File: src/hw/rtl/plf_pkg.sv
// Package for the line-following PID block: widths, reset values,
// register indexes and the beat and stage structs.
// Depends on nothing; every other file of the block imports it.
package plf_pkg;

    localparam int SAMPLE_BITS = 10;
    localparam int OFFSET_W    = 10;
    localparam int GAIN_W      = 16;
    localparam int BASE_W      = 11;
    localparam int POS_W       = 32;
    localparam int DRIVE_W     = 12;
    localparam int INTEG_W     = 24;
    localparam int FRAC_W      = 8;
    localparam int CFG_IDX_W   = 3;
    localparam int CFG_DATA_W  = 32;

    localparam int ERR_W  = ((SAMPLE_BITS > OFFSET_W) ? SAMPLE_BITS : OFFSET_W) + 1;
    localparam int ACC_W  = ((INTEG_W + 3 > ERR_W + FRAC_W) ? INTEG_W + 3 : ERR_W + FRAC_W) + 1;
    localparam int PP_W   = ERR_W + GAIN_W + 1;
    localparam int PI_W   = INTEG_W + GAIN_W + 1;
    localparam int PD_W   = ERR_W + GAIN_W + 2;
    localparam int SUM_W  = ((PD_W + FRAC_W > PI_W) ? PD_W + FRAC_W : PI_W) + 2;
    localparam int TURN_W = SUM_W - 2 * FRAC_W;
    localparam int DRV_X_W = TURN_W + 2;

    localparam int DRIVE_LIMIT = 1500;

    localparam logic [GAIN_W-1:0]   GAIN_P_RST        = 16'd819;
    localparam logic [GAIN_W-1:0]   GAIN_I_RST        = 16'd26;
    localparam logic [GAIN_W-1:0]   GAIN_D_RST        = 16'd2099;
    localparam logic [OFFSET_W-1:0] LINE_OFFSET_RST   = 10'd880;
    localparam logic [BASE_W-1:0]   BASE_SPEED_RST    = 11'd1100;
    localparam logic [POS_W-1:0]    STOP_DISTANCE_RST = 32'd5240;

    localparam logic [CFG_IDX_W-1:0] CFG_GAIN_P        = 3'd0;
    localparam logic [CFG_IDX_W-1:0] CFG_GAIN_I        = 3'd1;
    localparam logic [CFG_IDX_W-1:0] CFG_GAIN_D        = 3'd2;
    localparam logic [CFG_IDX_W-1:0] CFG_LINE_OFFSET   = 3'd3;
    localparam logic [CFG_IDX_W-1:0] CFG_BASE_SPEED    = 3'd4;
    localparam logic [CFG_IDX_W-1:0] CFG_STOP_DISTANCE = 3'd5;

    typedef struct packed {
        logic [SAMPLE_BITS-1:0]   sensor_sample;
        logic signed [POS_W-1:0]  motor_position;
        logic                     run_start;
    } t_in_item;

    typedef struct packed {
        logic signed [DRIVE_W-1:0] left_drive;
        logic signed [DRIVE_W-1:0] right_drive;
        logic                      run_done;
    } t_out_item;

    typedef struct packed {
        logic [GAIN_W-1:0]        gain_p;
        logic [GAIN_W-1:0]        gain_i;
        logic [GAIN_W-1:0]        gain_d;
        logic [OFFSET_W-1:0]      line_offset;
        logic [BASE_W-1:0]        base_speed;
        logic signed [POS_W-1:0]  stop_distance;
    } t_cfg;

    typedef struct packed {
        logic signed [ERR_W-1:0]   err;
        logic signed [INTEG_W-1:0] integ;
        logic signed [ERR_W:0]     deriv;
        logic                      run_done;
    } t_err_item;

    typedef struct packed {
        logic signed [PP_W-1:0] prod_p;
        logic signed [PI_W-1:0] prod_i;
        logic signed [PD_W-1:0] prod_d;
        logic                   run_done;
    } t_prod_item;

endpackage

File: src/hw/rtl/pid_line_follower.sv
// Top level of the line-following PID block: handshakes, input register,
// stage valid bits and the three datapath stages.
// Depends on plf_pkg, plf_cfg_regs, plf_error_stage, plf_mult_stage, plf_drive_stage.
//
// Usage:
// Each input beat on i_in_valid/o_in_ready carries a sensor sample, a motor
// position and a run-start flag, and yields exactly one output beat on
// o_out_valid/i_out_ready with the left and right drive and the done flag.
// Results leave in the order the samples arrived.
// A beat passes the input register, the error and integral stage, the product
// stage and the result register before o_out_valid rises. Throughput is one
// beat per cycle while the receiver does not stall; the integral and previous-error
// feedback closes within the error stage, so consecutive samples need no spacing.
// When the receiver stalls, the four stages keep accepting until each holds
// a beat; o_in_ready then follows i_out_ready combinationally.
// Configuration beats on i_cfg_valid/o_cfg_ready are always accepted;
// indexes beyond the register list are ignored.
// Reset (synchronous, active low) empties the pipeline, clears the integral
// and previous error and restores the register defaults.
module pid_line_follower (
    input  logic                            i_clk,
    input  logic                            i_rst_n,
    input  logic                            i_in_valid,
    output logic                            o_in_ready,
    input  plf_pkg::t_in_item               i_in_data,
    output logic                            o_out_valid,
    input  logic                            i_out_ready,
    output plf_pkg::t_out_item              o_out_data,
    input  logic                            i_cfg_valid,
    output logic                            o_cfg_ready,
    input  logic [plf_pkg::CFG_IDX_W-1:0]   i_cfg_index,
    input  logic [plf_pkg::CFG_DATA_W-1:0]  i_cfg_data
);
    import plf_pkg::*;

    logic [3:0]  r_vld;
    logic [3:0]  n_vld;
    logic [3:0]  rdy;
    t_in_item    r_in;
    t_cfg        cfg;
    t_err_item   err_stage;
    t_prod_item  prod_stage;

    assign rdy[3] = !r_vld[3] || i_out_ready;
    assign rdy[2] = !r_vld[2] || rdy[3];
    assign rdy[1] = !r_vld[1] || rdy[2];
    assign rdy[0] = !r_vld[0] || rdy[1];

    assign n_vld[0] = rdy[0] ? i_in_valid : r_vld[0];
    assign n_vld[1] = rdy[1] ? r_vld[0]   : r_vld[1];
    assign n_vld[2] = rdy[2] ? r_vld[1]   : r_vld[2];
    assign n_vld[3] = rdy[3] ? r_vld[2]   : r_vld[3];

    always_ff @(posedge i_clk) begin
        if (!i_rst_n) begin
            r_vld <= '0;
        end else begin
            r_vld <= n_vld;
        end
    end

    always_ff @(posedge i_clk) begin
        if (i_in_valid && rdy[0]) begin
            r_in <= i_in_data;
        end
    end

    plf_cfg_regs u_cfg (
        .i_clk   (i_clk),
        .i_rst_n (i_rst_n),
        .i_wr    (i_cfg_valid),
        .i_index (i_cfg_index),
        .i_data  (i_cfg_data),
        .o_cfg   (cfg)
    );

    plf_error_stage u_err (
        .i_clk   (i_clk),
        .i_rst_n (i_rst_n),
        .i_load  (r_vld[0] && rdy[1]),
        .i_item  (r_in),
        .i_cfg   (cfg),
        .o_stage (err_stage)
    );

    plf_mult_stage u_mult (
        .i_clk   (i_clk),
        .i_load  (r_vld[1] && rdy[2]),
        .i_stage (err_stage),
        .i_cfg   (cfg),
        .o_stage (prod_stage)
    );

    plf_drive_stage u_drive (
        .i_clk   (i_clk),
        .i_load  (r_vld[2] && rdy[3]),
        .i_stage (prod_stage),
        .i_cfg   (cfg),
        .o_item  (o_out_data)
    );

    assign o_in_ready  = rdy[0];
    assign o_out_valid = r_vld[3];
    assign o_cfg_ready = 1'b1;

    a_reset_empties: assert property (@(posedge i_clk)
        !i_rst_n |=> (r_vld == 4'b0000))
        else $error("pipeline not empty after reset");

    a_stall_only_full: assert property (@(posedge i_clk) disable iff (!i_rst_n)
        !o_in_ready |-> (&r_vld && !i_out_ready))
        else $error("input stalled while a stage was free");

    a_left_range: assert property (@(posedge i_clk) disable iff (!i_rst_n)
        o_out_valid |-> ($signed(o_out_data.left_drive) <= DRIVE_LIMIT
                         && $signed(o_out_data.left_drive) >= -DRIVE_LIMIT))
        else $error("left drive outside its limit");

    a_right_range: assert property (@(posedge i_clk) disable iff (!i_rst_n)
        o_out_valid |-> ($signed(o_out_data.right_drive) <= DRIVE_LIMIT
                         && $signed(o_out_data.right_drive) >= -DRIVE_LIMIT))
        else $error("right drive outside its limit");

endmodule

File: src/hw/rtl/plf_cfg_regs.sv
// Configuration register file of the line-following PID block.
// Depends on plf_pkg for the register indexes, reset values and t_cfg.
module plf_cfg_regs (
    input  logic                            i_clk,
    input  logic                            i_rst_n,
    input  logic                            i_wr,
    input  logic [plf_pkg::CFG_IDX_W-1:0]   i_index,
    input  logic [plf_pkg::CFG_DATA_W-1:0]  i_data,
    output plf_pkg::t_cfg                   o_cfg
);
    import plf_pkg::*;

    t_cfg r_cfg;
    t_cfg n_cfg;

    always_comb begin
        n_cfg = r_cfg;
        if (i_wr) begin
            case (i_index)
                CFG_GAIN_P:        n_cfg.gain_p        = i_data[GAIN_W-1:0];
                CFG_GAIN_I:        n_cfg.gain_i        = i_data[GAIN_W-1:0];
                CFG_GAIN_D:        n_cfg.gain_d        = i_data[GAIN_W-1:0];
                CFG_LINE_OFFSET:   n_cfg.line_offset   = i_data[OFFSET_W-1:0];
                CFG_BASE_SPEED:    n_cfg.base_speed    = i_data[BASE_W-1:0];
                CFG_STOP_DISTANCE: n_cfg.stop_distance = i_data[POS_W-1:0];
                default:           n_cfg = r_cfg;
            endcase
        end
    end

    always_ff @(posedge i_clk) begin
        if (!i_rst_n) begin
            r_cfg.gain_p        <= GAIN_P_RST;
            r_cfg.gain_i        <= GAIN_I_RST;
            r_cfg.gain_d        <= GAIN_D_RST;
            r_cfg.line_offset   <= LINE_OFFSET_RST;
            r_cfg.base_speed    <= BASE_SPEED_RST;
            r_cfg.stop_distance <= STOP_DISTANCE_RST;
        end else begin
            r_cfg <= n_cfg;
        end
    end

    assign o_cfg = r_cfg;

endmodule

File: src/hw/rtl/plf_error_stage.sv
// Error stage: error, leaky integral with saturation, derivative and the
// stop compare. Holds the integral and previous error. Depends on plf_pkg.
module plf_error_stage (
    input  logic                i_clk,
    input  logic                i_rst_n,
    input  logic                i_load,
    input  plf_pkg::t_in_item   i_item,
    input  plf_pkg::t_cfg       i_cfg,
    output plf_pkg::t_err_item  o_stage
);
    import plf_pkg::*;

    logic signed [INTEG_W-1:0] r_integ;
    logic signed [ERR_W-1:0]   r_prev;
    t_err_item                 r_stage;

    logic [ERR_W-1:0]          sample_x;
    logic [ERR_W-1:0]          offset_x;
    logic signed [ERR_W-1:0]   err;
    logic signed [INTEG_W-1:0] integ_base;
    logic signed [ERR_W-1:0]   prev_base;
    logic signed [ACC_W-1:0]   integ_x;
    logic signed [ACC_W-1:0]   seven_x;
    logic signed [ACC_W-1:0]   leak;
    logic signed [ACC_W-1:0]   err_scaled;
    logic signed [ACC_W-1:0]   integ_sum;
    logic                      integ_ovf;
    logic signed [INTEG_W-1:0] n_integ;
    logic signed [ERR_W:0]     deriv;
    logic                      done;

    assign sample_x   = {{(ERR_W-SAMPLE_BITS){1'b0}}, i_item.sensor_sample};
    assign offset_x   = {{(ERR_W-OFFSET_W){1'b0}}, i_cfg.line_offset};
    assign err        = $signed(sample_x - offset_x);
    assign integ_base = i_item.run_start ? '0 : r_integ;
    assign prev_base  = i_item.run_start ? '0 : r_prev;

    assign integ_x    = {{(ACC_W-INTEG_W){integ_base[INTEG_W-1]}}, integ_base};
    assign seven_x    = (integ_x <<< 3) - integ_x;
    assign leak       = seven_x >>> 3;
    assign err_scaled = {{(ACC_W-ERR_W-FRAC_W){err[ERR_W-1]}}, err, {FRAC_W{1'b0}}};
    assign integ_sum  = leak + err_scaled;
    assign integ_ovf  = !((&integ_sum[ACC_W-1:INTEG_W-1]) || !(|integ_sum[ACC_W-1:INTEG_W-1]));

    always_comb begin
        if (integ_ovf) begin
            n_integ = integ_sum[ACC_W-1] ? {1'b1, {(INTEG_W-1){1'b0}}}
                                         : {1'b0, {(INTEG_W-1){1'b1}}};
        end else begin
            n_integ = integ_sum[INTEG_W-1:0];
        end
    end

    assign deriv = {err[ERR_W-1], err} - {prev_base[ERR_W-1], prev_base};
    assign done  = i_item.motor_position > i_cfg.stop_distance;

    always_ff @(posedge i_clk) begin
        if (!i_rst_n) begin
            r_integ <= '0;
            r_prev  <= '0;
        end else if (i_load) begin
            r_integ <= n_integ;
            r_prev  <= err;
        end
    end

    always_ff @(posedge i_clk) begin
        if (i_load) begin
            r_stage.err      <= err;
            r_stage.integ    <= n_integ;
            r_stage.deriv    <= deriv;
            r_stage.run_done <= done;
        end
    end

    assign o_stage = r_stage;

endmodule

File: src/hw/rtl/plf_mult_stage.sv
// Product stage: the three gain products of the PID terms, registered.
// Depends on plf_pkg for t_err_item, t_prod_item and t_cfg.
module plf_mult_stage (
    input  logic                i_clk,
    input  logic                i_load,
    input  plf_pkg::t_err_item  i_stage,
    input  plf_pkg::t_cfg       i_cfg,
    output plf_pkg::t_prod_item o_stage
);
    import plf_pkg::*;

    t_prod_item r_stage;

    logic signed [GAIN_W:0] gp_s;
    logic signed [GAIN_W:0] gi_s;
    logic signed [GAIN_W:0] gd_s;
    logic signed [PP_W-1:0] prod_p;
    logic signed [PI_W-1:0] prod_i;
    logic signed [PD_W-1:0] prod_d;

    assign gp_s   = {1'b0, i_cfg.gain_p};
    assign gi_s   = {1'b0, i_cfg.gain_i};
    assign gd_s   = {1'b0, i_cfg.gain_d};
    assign prod_p = gp_s * i_stage.err;
    assign prod_i = gi_s * i_stage.integ;
    assign prod_d = gd_s * i_stage.deriv;

    always_ff @(posedge i_clk) begin
        if (i_load) begin
            r_stage.prod_p   <= prod_p;
            r_stage.prod_i   <= prod_i;
            r_stage.prod_d   <= prod_d;
            r_stage.run_done <= i_stage.run_done;
        end
    end

    assign o_stage = r_stage;

endmodule

File: src/hw/rtl/plf_drive_stage.sv
// Drive stage: sum of the PID terms, truncation toward zero, the two
// saturated drive commands and the result register. Depends on plf_pkg.
module plf_drive_stage (
    input  logic                i_clk,
    input  logic                i_load,
    input  plf_pkg::t_prod_item i_stage,
    input  plf_pkg::t_cfg       i_cfg,
    output plf_pkg::t_out_item  o_item
);
    import plf_pkg::*;

    localparam logic signed [DRV_X_W-1:0] LIM_HI = DRV_X_W'(DRIVE_LIMIT);
    localparam logic signed [DRV_X_W-1:0] LIM_LO = -LIM_HI;

    t_out_item r_item;

    logic signed [SUM_W-1:0]   ext_p;
    logic signed [SUM_W-1:0]   ext_i;
    logic signed [SUM_W-1:0]   ext_d;
    logic signed [SUM_W-1:0]   sum;
    logic signed [SUM_W-1:0]   sum_biased;
    logic signed [TURN_W-1:0]  turn;
    logic signed [DRV_X_W-1:0] turn_x;
    logic signed [DRV_X_W-1:0] base_x;
    logic signed [DRV_X_W-1:0] left_x;
    logic signed [DRV_X_W-1:0] right_x;
    logic signed [DRV_X_W-1:0] left_c;
    logic signed [DRV_X_W-1:0] right_c;

    assign ext_p = {{(SUM_W-PP_W-FRAC_W){i_stage.prod_p[PP_W-1]}}, i_stage.prod_p,
                    {FRAC_W{1'b0}}};
    assign ext_i = {{(SUM_W-PI_W){i_stage.prod_i[PI_W-1]}}, i_stage.prod_i};
    assign ext_d = {{(SUM_W-PD_W-FRAC_W){i_stage.prod_d[PD_W-1]}}, i_stage.prod_d,
                    {FRAC_W{1'b0}}};
    assign sum   = ext_p + ext_i + ext_d;

    // A negative sum gets a bias of one unit less than the divisor so that the
    // arithmetic shift truncates toward zero.
    assign sum_biased = sum + {{(SUM_W-2*FRAC_W){1'b0}}, {(2*FRAC_W){sum[SUM_W-1]}}};
    assign turn       = sum_biased[SUM_W-1:2*FRAC_W];

    assign turn_x  = {{2{turn[TURN_W-1]}}, turn};
    assign base_x  = {{(DRV_X_W-BASE_W){1'b0}}, i_cfg.base_speed};
    assign left_x  = base_x + turn_x;
    assign right_x = base_x - turn_x;

    always_comb begin
        if (left_x > LIM_HI) begin
            left_c = LIM_HI;
        end else if (left_x < LIM_LO) begin
            left_c = LIM_LO;
        end else begin
            left_c = left_x;
        end
        if (right_x > LIM_HI) begin
            right_c = LIM_HI;
        end else if (right_x < LIM_LO) begin
            right_c = LIM_LO;
        end else begin
            right_c = right_x;
        end
    end

    always_ff @(posedge i_clk) begin
        if (i_load) begin
            r_item.left_drive  <= left_c[DRIVE_W-1:0];
            r_item.right_drive <= right_c[DRIVE_W-1:0];
            r_item.run_done    <= i_stage.run_done;
        end
    end

    assign o_item = r_item;

endmodule

File: config.mk
export PLATFORM = sky130hd
export DESIGN_NAME = pid_line_follower
export DESIGN_NICKNAME = d
export VERILOG_FILES = /design/src/hw/rtl/plf_pkg.sv /design/src/hw/rtl/pid_line_follower.sv /design/src/hw/rtl/plf_cfg_regs.sv /design/src/hw/rtl/plf_error_stage.sv /design/src/hw/rtl/plf_mult_stage.sv /design/src/hw/rtl/plf_drive_stage.sv
export SDC_FILE = /design/constraint.sdc
export NUM_CORES = 2
export LEC_CHECK = 0
export ABC_AREA = 1
export BUFFER_PORTS_ARGS = -buffer_cell sky130_fd_sc_hd__buf_4
export CORE_AREA = 2 2 349 351
export DETAILED_ROUTE_END_ITERATION = 6
export DIE_AREA = 0 0 351 353
export HOLD_SLACK_MARGIN = 0.05
export SYNTH_ARGS = -nofsm -noshare
export SYNTH_HDL_FRONTEND = slang
export SYNTH_SLANG_ARGS = --single-unit
File: constraint.sdc
create_clock -name i_clk -period 12.4 [get_ports i_clk]
set_input_delay 0.62 -clock i_clk [delete_from_list [all_inputs] [get_ports i_clk]]
set_output_delay 0.62 -clock i_clk [all_outputs]
set_load 0.005 [all_outputs]
# Word-level counts from Yosys, hierarchy flattened
# Index checks and enable logic that the tools add are counted.
word_totals:
  ff_bits: 355
  latch_bits: 0
  mem_bits_rw: 0
  mem_bits_ro: 0
  n_memories: 0
op_classes:
  add_sub_neg: 9
  multipliers: 3
  div: 0
  order_cmp: 5
  n_eq_ne: 5
  n_shift: 0
  mux: 6
  n_bitwise: 0
  reduce_logical: 25
ops:
  columns: ["op", "n"]
  rows:
  - ["2-to-1 mux 24 bit", 3]
  - ["greater-than comparator 28 x 12 -> 1 bit, second input constant", 2]
  - ["< comparator 28 x 12 -> 1 bit, second input constant", 2]
  - ["adder 42 x 37 -> 43 bit", 1]
  - ["adder 43 x 16 -> 43 bit", 1]
  - ["adder 36 x 41 -> 42 bit", 1]
  - ["multiplier 17 x 24 -> 41 bit", 1]
  - ["greater-than comparator 32 bit", 1]
  - ["multiplier 17 x 12 -> 29 bit", 1]
  - ["adder 12 x 27 -> 28 bit", 1]
  - ["multiplier 17 x 11 -> 28 bit", 1]
  - ["subtractor 12 x 27 -> 28 bit", 1]
  - ["subtractor 27 x 24 -> 28 bit", 1]
  - ["adder 25 x 19 -> 26 bit", 1]
  - ["2-to-1 mux 12 bit", 2]
  - ["AND reduction 2 bit", 6]
  - ["subtractor 11 x 11 -> 12 bit", 1]
  - ["2-to-1 mux 11 bit", 1]
  - ["subtractor 10 x 10 -> 11 bit", 1]
  - ["equality test 3 x 2 -> 1 bit, second input constant", 2]
  - ["equality test 3 bit, second input constant", 2]
  - ["zero test 1 bit", 5]
  - ["logical OR 1 bit", 5]
  - ["AND reduction 5 bit", 1]
  - ["5 further kinds", 9]

# Logic depth before layout (Yosys ltp)
logic_depth:
  word_depth: 7
  ltp_mapped: 54
  mapped_depth_nobuf: 53

# Hierarchy
# From an unflattened synthesis, not the netlist that was laid out.
hier_totals:
  cells_unflattened: 7268
  area_unflattened_um2: 53234.8
by_module_without_submodules:
  columns: ["mod", "instances", "cells_each", "area_each_um2"]
  rows:
  - ["plf_mult_stage", 1, 3977, 31373.8]
  - ["plf_drive_stage", 1, 1535, 8822.2]
  - ["plf_error_stage", 1, 1120, 7557.2]
  - ["plf_cfg_regs", 1, 566, 3981.3]
  - ["pid_line_follower", 1, 70, 1500.2]

# Worst setup path before layout
# Ideal clock, no wire load.
synth_timing:
  path_kind: "reg2reg"
  from: "register u_mult.r_stage (netlist bit u_mult.o_stage[29])"
  to: "register u_drive.r_item (netlist bit u_drive.o_item[15]) (data pin)"
  arrival_time_ns: 6.583
  required_ns: 12.136
  slack_ns: 5.553
  stages_incl_launch_ff: 45
  n_path_buf: 1
  path_cell_list: "edfxtp_1 -> fa_1 -> ha_1 -> a21oi_1 -> a21boi_0 -> nand2_1 -> a21oi_1 -> nand2_1 -> nand2_1 -> and2_1 -> ha_1 -> a21oi_1 -> o21ai_0 -> a21oi_1 -> nor2_1 -> nor2_1 -> nand2_1 -> buf_4 -> (+9 left out) -> nand2_1 -> nand3_1 -> nand2_1 -> nand3_1 -> nand2_1 -> nand3_1 -> nand2_1 -> nand3_2 -> nor2_4 -> nand2_1 -> nor2_4 -> nand3_1 -> nand2_1 -> nand2_1 -> nor3_2 -> nand2_1 -> nand2_4 -> nand3_1"
synth_between:
  elab_chain_cells: 5
  word_cells_on_any_way: 6
synth_rtl:
  columns: ["item", "line", "rtl"]
  rows:
  - ["start, declared", "plf_mult_stage.sv:12", "t_prod_item r_stage;"]
  - ["adder 42 x 37 -> 43 bit *", "plf_drive_stage.sv:35", "assign sum = ext_p + ext_i + ext_d;"]
  - ["adder 43 x 16 -> 43 bit *", "plf_drive_stage.sv:39", "assign sum_biased = sum + {{(SUM_W-2*FRAC_W){1'b0}}, {(2*FRAC_W){sum[SUM_W-1]}}};"]
  - ["adder 12 x 27 -> 28 bit *", "plf_drive_stage.sv:44", "assign left_x = base_x + turn_x;"]
  - ["< comparator 28 x 12 -> 1 bit or greater-than comparator 28 x 12 -> 1 bit (tied branches)", "plf_drive_stage.sv:50, plf_drive_stage.sv:48", null]
  - ["OR reduction 2 bit (no line)", null, null]
  - ["end, declared", "plf_drive_stage.sv:15", "t_out_item r_item;"]
# Every way passes the cells marked *; elsewhere a longest branch is shown, timed or not.
# A chain may end at the register's enable or synchronous reset.

# Worst setup path after layout
layout_timing:
  from: "register u_mult.r_stage (netlist bit u_mult.o_stage[8])"
  to: "register u_drive.r_item (netlist bit u_drive.o_item[15]) (data pin)"
# Same word-level chain as after synthesis.

==> results.md <==
| Step | Parameter | This run |
| --- | --- | --- |
| run status | Result of the run | finished clean |
| timing | Unrepaired setup endpoints after global routing | false |
| clock network | Clock sinks | 355 |
| timing | Final worst path period share | 64.9% |
| synthesis | Mean instance size in the synthesized netlist | 8.05 um2 |
| clock network | TritonCTS clock tree | yes |
| placement | Routability cong. | 0.919 |
| synthesis | Seq/Total Area, Yosys | 19.4% |
| finish | Fill cell total of the finished layout | 12.2k |
| grt | First-pass GRT wire length | 204,000 um |
| drt | Wire per inst | 16.7 um |
| clock network | CTS Buffer Depth | 3 |
| drt | Count of nets left with antenna violations after detail routing | 0 |
| placement | Post-Place Cell Area | 50,300 um2 |
| timing | Worst slew pin tran | 1.20 ns |
| synthesis | Number of distinct library cell variants in the gate-level netlist after synthesis | 55 |
| synthesis | Post-synth EDFFs | 215 |
| timing | Max transition margin | 19.2% |
| placement | IO Port Bufs | 109 |
| drt | First-iteration detailed-routing DRC count | 2,120 |
| clock network | TritonCTS Buffers | 42 |
| grt | Via count of the first global-routing pass | 38.2k |
| critical path | Required time of the critical path | 12.73 ns |
| synthesis | Most frequently used flop master after synthesis | sky130_fd_sc_hd__edfxtp_1 |
| critical path | Crit path top cell by count | sky130_fd_sc_hd__nand2_1 |
| finish | Net count of the finished layout | 7,128 |
| clock network | Total of hold buffers inserted after clock tree synthesis | 0 |
| grt | GRT overflow | 0 |
| critical path | Critical Path Sink Type | flip-flop |
| floorplanning | Floorplan core area | 121,000 um2 |
| grt | Aggregate global-route resource usage | 20.9% |
| timing | Number of hold violations in the final report | 0 |
| clock network | Master cell of the clock root buffer | sky130_fd_sc_hd__clkbuf_16 |
| finish | Diode insertion count for antenna repair | 0 |
| critical path | Largest fanout on the critical path | 17 |
| synthesis | Post-Syn Nets | 7,141 |
| floorplanning | Overall die area | 124,000 um2 |
| timing | Aggregate negative setup slack | 0 ns |
| clock network | Skew-Pair Late Insertion Delay | 0.61 ns |
| critical path | Slowest Stage Delay on Critical Path | 0.59 ns |
| synthesis | Total of warnings raised by yosys | 0 |
| synthesis | Proportion of register bits with asynchronous set or reset after synthesis | 0% |
| finish | Final cell area excluding filler cells | 51,600 um2 |
| drt | Total Routed Length | 126,000 um |
| drt | Post-detailed-route via-to-cell ratio | 4.85 |
| timing | Maximum operating frequency | 124 MHz |
| grt | Number of antenna violations at the first check in global routing | 3 |
| timing | Worst clock skew on the final layout | 0.0492 ns |
| clock network | Total number of H-tree levels | 2 |
| finish | Growth of design area from synthesis to finish | 7.95% |
| floorplanning | Core Rows | 128 |
| timing | Final hold slack | 0.189 ns |
| floorplanning | Top Ports | 111 |
| critical path | Slowest stage cell, crit path | sky130_fd_sc_hd__and2_1 |
| placement | Total half-perimeter wirelength after legalization and detailed placement | 103,000 um |
| drt | Routed via count | 36.8k |
| clock network | Post-cts sizing count | 0 |
| floorplanning | Die span in y | 353 um |
| finish | Fraction of final layout cells sized beyond drive strength 1 | 5.85% |
| timing | Setup violation total in the final timing report | 0 |
| synthesis | Cell area after synthesis | 47,800 um2 |
| floorplanning | Initial standard-cell utilization of the core | 39.7% |
| drt | First-pass iteration count of the detailed router | 6 |
| run | Max-cap violations | 0 |
| floorplanning | Horizontal die dimension | 351 um |
| timing | Crit path time final | 8.05 ns |
| critical path | Data arrival time of the critical path | 8.38 ns |
| synthesis | Cells after synthesis | 5,942 |
| grt | Pin count of the biggest net entering global routing | 71 |
| hold path | Type of the tightest min-delay check | in -> reg |
| timing | Max Transition Viols Final | 0 |
| critical path | Setup crit start kind | flip-flop |
| clock network | Setup fix buffers added after clock tree synthesis | 0 |
| critical path | Kind of critical path | reg -> reg |
| clock network | Post-CTS clock slew at the launch and capture registers of the worst setup and hold paths | 0.06 ns |
| synthesis | Flops & latches, synth | 355 |
| drt | DRC viols | 0 |
-- worst max-delay path: cells and delay by family (launching register included) --
| family | cells | cell delay (ns) |
|---|---|---|
| adders and majority gates | 4 | 1.55 |
| AOI/OAI and AO/OA | 4 | 0.79 |
| DFF | 1 | 0.43 |
| buffers and inverters | 2 | 0.11 |
| and+or+nand+nor | 35 | 4.91 |
-- flip-flops by register name, summed over array words and instances (netlist names) --
name,count
u_cfg.o_cfg,101
u_drive.o_item,25
u_err.r_integ,24
u_err.o_stage,48
u_err.r_prev,11
r_in,43
r_vld,4
u_mult.o_stage,99
-- synth_stat cells, drive strengths merged (6+ instances only) --
library cell | count | share of area [%]
a211oi | 11 | 0.17
a21boi | 8 | 0.13
a21o | 9 | 0.14
a21oi | 289 | 3.0
a31oi | 11 | 0.14
and2 | 7 | 0.092
buf | 6 | 0.071
clkbuf | 212 | 1.7
dfxtp | 140 | 5.9
edfxtp | 215 | 13
fa | 683 | 29
ha | 433 | 11
inv | 1413 | 11
nand2 | 1430 | 11
nand3 | 169 | 1.9
nand4 | 54 | 0.75
nor2 | 352 | 3.0
nor3 | 24 | 0.33
o211ai | 14 | 0.22
o21a | 8 | 0.13
o21ai | 202 | 2.1
o21bai | 15 | 0.26
or2 | 32 | 0.42
xnor2 | 54 | 0.99
xor2 | 122 | 2.2
-- through the flow --
stage,setup WS (ns),std cells,util [%]
6_report,4.35,7587,42.8
5_1_grt,3.45,7587,42.8
4_1_cts,4.29,7587,42.8
3_5_place_dp,4.32,7510,41.7
3_3_place_gp,4.43,7510,41.7
2_1_floorplan,5.55,5942,-
-- kinds of logic (layout without fill, tap and decap cells) --
family	Yosys count	in the layout	synth area share [%]
xor gates and xnor gates	176	176	3.24
AOI/OAI and AO/OA	584	584	6.64
other	1	1	0.00784
DFF	355	355	19.4
adders and majority gates	1116	1116	39.9
and+or+nand+nor	2077	2077	18.0
buffers and inverters	1633	1653	12.8
-- layout make-up --
type	count	area, um2	area share, %
Multi-Input combinational cell	3954	32400	62.8
Sequential cell	355	9260	17.9
Inverter	1415	5320	10.3
Tap cell	1625	2030	3.94
Timing Repair Buffer	161	1210	2.34
Clock buffer	49	1100	2.13
Clock inverter	28	275	0.533
-- worst paths after layout --
check	from	endpoint	slack, ns	cells past startpoint
max	u_mult.o_stage[8]$_DFFE_PP_	u_drive.o_item[15]$_SDFFCE_PP1P_	4.35	45
max reg2reg	u_mult.o_stage[8]$_DFFE_PP_	u_drive.o_item[15]$_SDFFCE_PP1P_	4.35	45
min reg2reg	u_mult.o_stage[0]$_DFFE_PP_	u_drive.o_item[0]$_DFFE_PP_	0.43	0
min	i_in_data[0]	r_in[0]$_DFFE_PP_	0.19	1
-- layout by cell type (no fill, tap or decap), types with 18 or more instances in the layout --
master	count
sky130_fd_sc_hd__nor3_1	18
sky130_fd_sc_hd__a21oi_1	288
sky130_fd_sc_hd__or2_2	30
sky130_fd_sc_hd__inv_1	1398
sky130_fd_sc_hd__nand3_1	160
sky130_fd_sc_hd__dfxtp_1	140
sky130_fd_sc_hd__nor2_1	323
sky130_fd_sc_hd__edfxtp_1	215
sky130_fd_sc_hd__nand2_1	1405
sky130_fd_sc_hd__nand4_1	51
sky130_fd_sc_hd__xor2_1	121
sky130_fd_sc_hd__ha_1	433
sky130_fd_sc_hd__fa_1	683
sky130_fd_sc_hd__o21ai_0	198
sky130_fd_sc_hd__buf_4	161
sky130_fd_sc_hd__xnor2_1	54
sky130_fd_sc_hd__clkbuf_16	43
sky130_fd_sc_hd__nand2_2	21
-- routing by layer --
layer	vias to the layer above	wire (um)	track usage, %	part of all wire, %
met4	2	4870	7.31	3.9
met2	802	58700	34.5	46
li1	17900	-	-	-
met1	17900	55900	27.6	44
met5	-	46	0	0.036
met3	205	6850	3.57	5.4
Power is not shown: default switching activity piles up to over one toggle a cycle in this logic, so the estimate is an artifact.
